[config.mk]
export PLATFORM = sky130hd
export DESIGN_NAME = fault_monitor_aggregator_top
export DESIGN_NICKNAME = d
export VERILOG_FILES = /design/src/hw/rtl/fma_pkg.sv /design/src/hw/rtl/fault_monitor_aggregator_top.sv /design/src/hw/rtl/fma_cfg_regs.sv /design/src/hw/rtl/fma_core.sv
export SDC_FILE = /design/constraint.sdc
export NUM_CORES = 1
export LEC_CHECK = 0
export ABC_AREA = 0
export BUFFER_PORTS_ARGS = -buffer_cell sky130_fd_sc_hd__buf_2
export CAP_MARGIN = 20
export CORE_MARGIN = 10
export CORE_UTILIZATION = 60
export CTS_CLUSTER_SIZE = 30
export DETAILED_ROUTE_END_ITERATION = 7
export GPL_TIMING_DRIVEN = 0
export PLACE_DENSITY_LB_ADDON = 0.2
export SLEW_MARGIN = 10
export SYNTH_ARGS = -nofsm -noshare
export SYNTH_HDL_FRONTEND = slang
export SYNTH_SLANG_ARGS = --single-unit
export TNS_END_PERCENT = 5
[constraint.sdc]
create_clock -name aclk -period 16.95 [get_ports aclk]
set_input_delay 2.5425 -clock aclk [delete_from_list [all_inputs] [get_ports aclk]]
set_output_delay 2.5425 -clock aclk [all_outputs]
set_load 0.1 [all_outputs]
[src/hw/rtl/fma_pkg.sv]
// Shared types and constants for the fault monitor aggregator.
// Holds the transaction structs, op codes, fault bit positions and register indexes.
// No dependencies.
`default_nettype none

package fma_pkg;

    // Sizes
    localparam int NUM_FAULTS  = 6;
    localparam int COUNT_WIDTH = 32;
    localparam int CFG_IDX_W   = 8;
    localparam int CFG_DATA_W  = 32;

    // Op codes
    localparam logic [2:0] OP_RAISE     = 3'd0;
    localparam logic [2:0] OP_CLEAR     = 3'd1;
    localparam logic [2:0] OP_TICK      = 3'd2;
    localparam logic [2:0] OP_PHY_CHECK = 3'd3;
    localparam logic [2:0] OP_READ_CNT  = 3'd4;

    // Fault bit positions
    localparam int FB_CONFIG  = 0;
    localparam int FB_BUS     = 1;
    localparam int FB_LINK    = 2;
    localparam int FB_OVERRUN = 3;
    localparam int FB_TEMP    = 4;
    localparam int FB_PHY     = 5;

    // Register indexes
    localparam logic [CFG_IDX_W-1:0] REG_LINK_GRACE   = 8'd0;
    localparam logic [CFG_IDX_W-1:0] REG_OVERTEMP_LIM = 8'd1;
    localparam logic [CFG_IDX_W-1:0] REG_PHY_ID_HIGH  = 8'd2;
    localparam logic [CFG_IDX_W-1:0] REG_PHY_ID_LOW   = 8'd3;

    // Register reset values
    localparam logic [31:0] LINK_GRACE_RST   = 32'd3000;
    localparam logic [11:0] OVERTEMP_LIM_RST = 12'd763;
    localparam logic [15:0] PHY_ID_HIGH_RST  = 16'h0022;
    localparam logic [15:0] PHY_ID_LOW_RST   = 16'h1620;

    // Low nibble of the second PHY word is a revision field and is ignored
    localparam logic [15:0] PHY_LOW_MASK = 16'hFFF0;

    typedef struct packed {
        logic [2:0]  op;
        logic [5:0]  fault_mask;
        logic        link_up;
        logic [31:0] dropped_count;
        logic [11:0] temp_code;
        logic [31:0] now_ms;
        logic [15:0] phy_word_high;
        logic [15:0] phy_word_low;
        logic [2:0]  counter_index;
    } fma_in_t;

    typedef struct packed {
        logic [5:0]             active_faults;
        logic [5:0]             latched_faults;
        logic                   phy_ok;
        logic [COUNT_WIDTH-1:0] counter_value;
        logic [11:0]            last_temp_code;
    } fma_out_t;

    typedef struct packed {
        logic [31:0] link_grace_ms;
        logic [11:0] overtemp_raw_limit;
        logic [15:0] phy_id_high_expected;
        logic [15:0] phy_id_low_expected;
    } fma_cfg_t;

endpackage

`default_nettype wire

[src/hw/rtl/fault_monitor_aggregator_top.sv]
// Top level of the fault monitor aggregator: input register, result register
// and handshakes. Depends on fma_pkg, fma_cfg_regs and fma_core.
//
//  Channel   Ports                                Direction  Moves
//  --------  -----------------------------------  ---------  -------------------------
//  input     s_valid  s_ready  s_data             in         one fma_in_t per transaction
//  result    m_valid  m_ready  m_data             out        one fma_out_t per transaction
//  config    cfg_valid cfg_ready cfg_index cfg_data in       one register write
//
// One result per input transaction; each passes through the input register, then the
// single-pass update into the result register.
// Sustained rate is one transaction per cycle while m_ready is high; the fault
// state is updated in the same cycle the result is computed, so back-to-back items
// see it at once. A stalled result holds the pipe; s_ready drops only when both
// registers are full and m_ready is low.
// Synchronous active-low reset clears all fault state, counters and valid flags.
`default_nettype none

module fault_monitor_aggregator_top (
    input  wire logic                          aclk,
    input  wire logic                          aresetn,
    input  wire logic                          s_valid,
    output      logic                          s_ready,
    input  wire fma_pkg::fma_in_t              s_data,
    output      logic                          m_valid,
    input  wire logic                          m_ready,
    output fma_pkg::fma_out_t                  m_data,
    input  wire logic                          cfg_valid,
    output      logic                          cfg_ready,
    input  wire logic [fma_pkg::CFG_IDX_W-1:0]  cfg_index,
    input  wire logic [fma_pkg::CFG_DATA_W-1:0] cfg_data
);
    import fma_pkg::*;

    fma_in_t  in_reg;
    logic     in_valid_reg;
    fma_out_t out_reg;
    logic     out_valid_reg;
    fma_out_t result;
    fma_cfg_t cfg;
    logic     advance;

    // Move the held item into the result register when that slot frees up
    assign advance   = in_valid_reg && (!out_valid_reg || m_ready);
    assign s_ready   = !in_valid_reg || advance;
    assign cfg_ready = 1'b1;

    fma_cfg_regs u_cfg (
        .aclk     (aclk),
        .aresetn  (aresetn),
        .wr_en    (cfg_valid && cfg_ready),
        .wr_index (cfg_index),
        .wr_data  (cfg_data),
        .cfg      (cfg)
    );

    fma_core u_core (
        .aclk    (aclk),
        .aresetn (aresetn),
        .advance (advance),
        .item    (in_reg),
        .cfg     (cfg),
        .result  (result)
    );

    // Input register
    always_ff @(posedge aclk) begin
        if (!aresetn) begin
            in_valid_reg <= 1'b0;
        end else if (s_ready) begin
            in_valid_reg <= s_valid;
        end
    end

    always_ff @(posedge aclk) begin
        if (s_valid && s_ready) begin
            in_reg <= s_data;
        end
    end

    // Result register
    always_ff @(posedge aclk) begin
        if (!aresetn) begin
            out_valid_reg <= 1'b0;
        end else if (advance) begin
            out_valid_reg <= 1'b1;
        end else if (m_ready) begin
            out_valid_reg <= 1'b0;
        end
    end

    always_ff @(posedge aclk) begin
        if (advance) begin
            out_reg <= result;
        end
    end

    assign m_valid = out_valid_reg;
    assign m_data  = out_reg;

endmodule

`default_nettype wire

[src/hw/rtl/fma_cfg_regs.sv]
// Configuration register file for the fault monitor aggregator.
// Depends on fma_pkg for the register indexes, reset values and fma_cfg_t.
`default_nettype none

module fma_cfg_regs (
    input  wire logic                          aclk,
    input  wire logic                          aresetn,
    input  wire logic                          wr_en,
    input  wire logic [fma_pkg::CFG_IDX_W-1:0]  wr_index,
    input  wire logic [fma_pkg::CFG_DATA_W-1:0] wr_data,
    output fma_pkg::fma_cfg_t                  cfg
);
    import fma_pkg::*;

    fma_cfg_t cfg_reg;
    fma_cfg_t cfg_next;

    // Decode the write; out-of-range indexes are dropped
    always_comb begin
        cfg_next = cfg_reg;
        if (wr_en) begin
            case (wr_index)
                REG_LINK_GRACE:   cfg_next.link_grace_ms        = wr_data;
                REG_OVERTEMP_LIM: cfg_next.overtemp_raw_limit   = wr_data[11:0];
                REG_PHY_ID_HIGH:  cfg_next.phy_id_high_expected = wr_data[15:0];
                REG_PHY_ID_LOW:   cfg_next.phy_id_low_expected  = wr_data[15:0];
                default: ;
            endcase
        end
    end

    always_ff @(posedge aclk) begin
        if (!aresetn) begin
            cfg_reg.link_grace_ms        <= LINK_GRACE_RST;
            cfg_reg.overtemp_raw_limit   <= OVERTEMP_LIM_RST;
            cfg_reg.phy_id_high_expected <= PHY_ID_HIGH_RST;
            cfg_reg.phy_id_low_expected  <= PHY_ID_LOW_RST;
        end else begin
            cfg_reg <= cfg_next;
        end
    end

    assign cfg = cfg_reg;

endmodule

`default_nettype wire

[src/hw/rtl/fma_core.sv]
// Fault state and per-item update logic: active/latched bits, event counters,
// link-down timer, drop tracking and stored temperature. Depends on fma_pkg.
`default_nettype none

module fma_core (
    input  wire logic              aclk,
    input  wire logic              aresetn,
    input  wire logic              advance,
    input  wire fma_pkg::fma_in_t  item,
    input  wire fma_pkg::fma_cfg_t cfg,
    output fma_pkg::fma_out_t      result
);
    import fma_pkg::*;

    logic [5:0]             active_reg,    active_next;
    logic [5:0]             latched_reg,   latched_next;
    logic [COUNT_WIDTH-1:0] count_reg [NUM_FAULTS];
    logic [31:0]            down_start_reg, down_start_next;
    logic                   down_seen_reg,  down_seen_next;
    logic [31:0]            prev_drop_reg,  prev_drop_next;
    logic [11:0]            temp_reg,       temp_next;
    logic [NUM_FAULTS-1:0]  inc;
    logic [5:0]             mask;
    logic [5:0]             lowest;
    logic [31:0]            down_time;
    logic                   phy_match;
    logic                   phy_ok;
    logic [COUNT_WIDTH-1:0] cval;

    assign mask      = item.fault_mask;
    assign lowest    = mask & (~mask + 6'd1);
    assign down_time = item.now_ms - down_start_reg;
    assign phy_match = (item.phy_word_high == cfg.phy_id_high_expected) &&
                       ((item.phy_word_low & PHY_LOW_MASK) ==
                        (cfg.phy_id_low_expected & PHY_LOW_MASK));

    // One pass over the item against current state
    always_comb begin
        active_next     = active_reg;
        latched_next    = latched_reg;
        down_start_next = down_start_reg;
        down_seen_next  = down_seen_reg;
        prev_drop_next  = prev_drop_reg;
        temp_next       = temp_reg;
        inc             = '0;
        phy_ok          = 1'b0;
        cval            = '0;
        case (item.op)
            OP_RAISE: begin
                if (mask != 6'd0) begin
                    // count only a fresh raise, against the lowest bit
                    if ((active_reg & mask) == 6'd0) begin
                        inc = lowest;
                    end
                    active_next  = active_reg | mask;
                    latched_next = latched_reg | mask;
                end
            end
            OP_CLEAR: begin
                active_next = active_reg & ~mask;
            end
            OP_TICK: begin
                temp_next = item.temp_code;
                // overtemperature: low code means hot
                if (item.temp_code <= cfg.overtemp_raw_limit) begin
                    inc[FB_TEMP]          = ~active_reg[FB_TEMP];
                    active_next[FB_TEMP]  = 1'b1;
                    latched_next[FB_TEMP] = 1'b1;
                end else begin
                    active_next[FB_TEMP] = 1'b0;
                end
                // link-down with grace time
                if (item.link_up) begin
                    down_seen_next       = 1'b0;
                    active_next[FB_LINK] = 1'b0;
                end else if (!down_seen_reg) begin
                    down_seen_next  = 1'b1;
                    down_start_next = item.now_ms;
                end else if (down_time > cfg.link_grace_ms) begin
                    inc[FB_LINK]          = ~active_reg[FB_LINK];
                    active_next[FB_LINK]  = 1'b1;
                    latched_next[FB_LINK] = 1'b1;
                end
                // overrun when the drop counter moved
                if (item.dropped_count != prev_drop_reg) begin
                    inc[FB_OVERRUN]          = ~active_reg[FB_OVERRUN];
                    active_next[FB_OVERRUN]  = 1'b1;
                    latched_next[FB_OVERRUN] = 1'b1;
                    prev_drop_next           = item.dropped_count;
                end else begin
                    active_next[FB_OVERRUN] = 1'b0;
                end
            end
            OP_PHY_CHECK: begin
                if (phy_match) begin
                    phy_ok = 1'b1;
                end else begin
                    inc[FB_PHY]          = ~active_reg[FB_PHY];
                    active_next[FB_PHY]  = 1'b1;
                    latched_next[FB_PHY] = 1'b1;
                end
            end
            OP_READ_CNT: begin
                if (32'(item.counter_index) < NUM_FAULTS) begin
                    cval = count_reg[item.counter_index];
                end
            end
            default: ;
        endcase
    end

    // State registers
    always_ff @(posedge aclk) begin
        if (!aresetn) begin
            active_reg     <= '0;
            latched_reg    <= '0;
            down_start_reg <= '0;
            down_seen_reg  <= 1'b0;
            prev_drop_reg  <= '0;
            temp_reg       <= '0;
        end else if (advance) begin
            active_reg     <= active_next;
            latched_reg    <= latched_next;
            down_start_reg <= down_start_next;
            down_seen_reg  <= down_seen_next;
            prev_drop_reg  <= prev_drop_next;
            temp_reg       <= temp_next;
        end
    end

    // Per-fault wrapping event counters
    always_ff @(posedge aclk) begin
        if (!aresetn) begin
            for (int i = 0; i < NUM_FAULTS; i++) begin
                count_reg[i] <= '0;
            end
        end else if (advance) begin
            for (int i = 0; i < NUM_FAULTS; i++) begin
                if (inc[i]) begin
                    count_reg[i] <= count_reg[i] + 1'b1;
                end
            end
        end
    end

    assign result.active_faults  = active_next;
    assign result.latched_faults = latched_next;
    assign result.phy_ok         = phy_ok;
    assign result.counter_value  = cval;
    assign result.last_temp_code = temp_next;

endmodule

`default_nettype wire

==> results.sh <==
export IMPL_finalPower_uw=2950
export IMPL_slew_headroom_pct=24.6
export IMPL_arrival_ns=3.28
export IMPL_routed_via_density=5.74
export IMPL_finalNetCount=3004
export IMPL_finalSetupViolCount=0
export IMPL_power_internal_uw=2220
export IMPL_ys_ff_latch=529
export IMPL_maxCapViolCount=0
export IMPL_min_from="u_cfg.cfg[75]"
export IMPL_fmax_mhz=172
export IMPL_dp_hpwl_um=50100
export IMPL_synth_most_common_cell="edfxtp_1"
export IMPL_ys_top_cells_by_area="edfxtp_1 (41%), dfxtp_1 (12%), xor2_1 (5.2%)"
export IMPL_ctsRootBufferMaster="clkbuf_16"
export IMPL_die_y_um=230
export IMPL_post_cts_setup_buffers=0
export IMPL_skew_ns=0.0196
export IMPL_ys_warn_count=0
export IMPL_slew_viol_final=0
export IMPL_power_density_mw_per_mm2=97.1
export IMPL_worstSetupEndpointType="output pin"
export IMPL_cts_buffers=53
export IMPL_clkPwrFrac_pct=41.3
export IMPL_ant_nets=0
export IMPL_switchingPower_uw=724
export IMPL_synth_cells=2477
export IMPL_initial_core_util_pct=61.1
export IMPL_rrSetupSlack_ns=11.72
export IMPL_placed_area_mm2=0.0285
export IMPL_hp_class="reg2reg"
export IMPL_min_to="u_cfg.cfg[75]"
export IMPL_rows=76
export IMPL_fin_crit_sh_pct=34.3
export IMPL_start_kind="primary input"
export IMPL_clock_sinks=529
export IMPL_drt_total_wl_um=66100
export IMPL_htreeDepth=2
export IMPL_worstPathRequired_ns=14.41
export IMPL_finalInstanceArea_mm2=0.0303
export IMPL_r2r_cells=21
export IMPL_netlist_top_cells_count="edfxtp_1 (366), nand2_1 (348), nor2_1 (299)"
export IMPL_post_cts_resize_count=0
export IMPL_drive_gt1_share_pct=14.0
export IMPL_drc=0
export IMPL_drt_iter0_drc=1735
export IMPL_fp_dieW_um=230
export IMPL_critPathMaxFanout=4
export IMPL_yosys_area_top_type="edfxtp_1"
export IMPL_hold_viol=0
export IMPL_clock_latency_ns=0.63
export IMPL_io_pin_count=226
export IMPL_antenna_found_initial=4
export IMPL_path_clk_slew_ns=0.06
export IMPL_combinationalPowerShare_pct=8.9
export IMPL_worstSetupPathType="in2out"
export IMPL_fin_setup_tns_ns=0
export IMPL_stdcell_count=3389
export IMPL_holdBufCountCts=0
export IMPL_port_buffers=220
export IMPL_rsz0062_at_grt="false"
export IMPL_synthFlopType="edfxtp_1"
export IMPL_grt_pass1_vias=19400
export IMPL_dr_pass1_iters=5
export IMPL_holdPathStages=2
export IMPL_reg2reg_to="u_core.count_reg[2][5]"
export IMPL_syn_area_mm2=0.0265
export IMPL_async_flop_share_pct=0
export IMPL_area_growth_pct=14.4
export IMPL_p_seq_share_pct=49.8
export IMPL_p_sw_share_pct=24.6
export IMPL_yosys_area_top_type_share_pct=41.5
export IMPL_worst_pin_slew_ns=1.12
export IMPL_fillerInstances=3232
export IMPL_synth_edf_count=366
export IMPL_overflow=0
export IMPL_die_area_mm2=0.0530
export IMPL_synth_avg_cell_area_um2=10.7
export IMPL_r2r_start="in_reg[35]"
export IMPL_cts_buffer_depth=3
export IMPL_wire_per_inst_um=19.5
export IMPL_p_leak_uw=0.0112
export IMPL_period_needed_ns=5.82
export IMPL_track_usage_pct=24.6
export IMPL_grt_max_degree=69
export IMPL_ys_types=70
export IMPL_synth_seq_area_share_pct=53.8
export IMPL_grt_pass1_wl_um=104000
export IMPL_cts_tree="done"
export IMPL_peakVddDrop_uv=91.4
export IMPL_core_area_mm2=0.0434
export IMPL_vias=19500
export IMPL_largest_reg_flops=192
export IMPL_placed_cells=3286
export IMPL_status="complete, no violations"
export IMPL_gp_congestion=0.931
export IMPL_syn_nets=2725
[area by class of cell]
class | instances | area [um^2] | share of cell area, %
clock inverters | 23 | 225 | 0.743
well taps | 585 | 732 | 2.41
clock buffers | 77 | 1620 | 5.35
repair buffers | 224 | 1200 | 3.94
inverters | 105 | 394 | 1.30
diodes | 3 | 7.51 | 0.0248
plain buffers | 100 | 424 | 1.40
flip-flops and latches | 529 | 14300 | 47.0
multi-input cells | 1743 | 11500 | 37.8
[cell usage in the layout, fill, tap and decap left out, types with 62 or more instances in the layout]
master      n
edfxtp_1  366
nand2_1   345
nor2_1    299
buf_2     241
dfxtp_1   163
xor2_1    156
inv_1     104
xnor2_1   100
nand3_1    90
mux2i_1    89
ha_1       81
clkbuf_1   80
a21boi_0   75
nor2b_1    62
a21oi_1    62
[worst max-delay path, cell delays in order]
cell	delay (ns)
buf_2	0.09
nor2b_1	0.22
nand2_1	0.11
buf_2	0.30
[metal layers]
metal,global-route usage (%),wire (um),up-vias
met5,0,0,-
met1,31.8,27500,9338
met4,9.02,2340,0
met2,40.1,31100,750
met3,5.38,5270,130
li1,-,-,9249
[worst max-delay path by stage]
stage,to,depth (start not counted),from,slack [ns]
global placement,u_core.count_reg[2][7],21,in_reg[35],8.90
global route,s_ready,4,m_ready,11.08
detailed placement,s_ready,4,m_ready,11.15
CTS,s_ready,4,m_ready,11.13
finish,s_ready,4,m_ready,11.13
floorplan,in_reg[0],3,m_ready,10.38
[power by group through the flow]
stage	sequential (uW)	combinational (uW)	clock (uW)
floorplan	1520	140	0
global placement	1500	249	0
detailed placement	1490	260	0
CTS	1470	261	1230
global route	1470	283	1280
finish	1470	261	1220
[per-stage QoR]
step	utilization, %	setup WS [ns]	hold slack (ns)
after floorplan	-	10.38	0.432
after global placement	65.3	8.90	0.439
after detailed placement	65.7	11.15	0.444
after CTS	69.9	11.13	0.457
after global routing	69.9	11.08	0.479
final	69.9	11.13	0.455
[kinds of logic (layout without fill, tap and decap cells)]
| group | after synthesis | after routing | share of synthesized area [%] |
|---|---|---|---|
| mux | 121 | 121 | 6.08 |
| fa+ha+maj | 82 | 82 | 3.90 |
| other cells | 1 | 4 | 0.0142 |
| flops | 529 | 529 | 53.8 |
| buf+inv | 205 | 529 | 3.07 |
| xor+xnor | 256 | 256 | 8.46 |
| compound gates | 306 | 306 | 7.84 |
| simple gates | 977 | 977 | 16.9 |
Power figures use the tool's default switching activity.
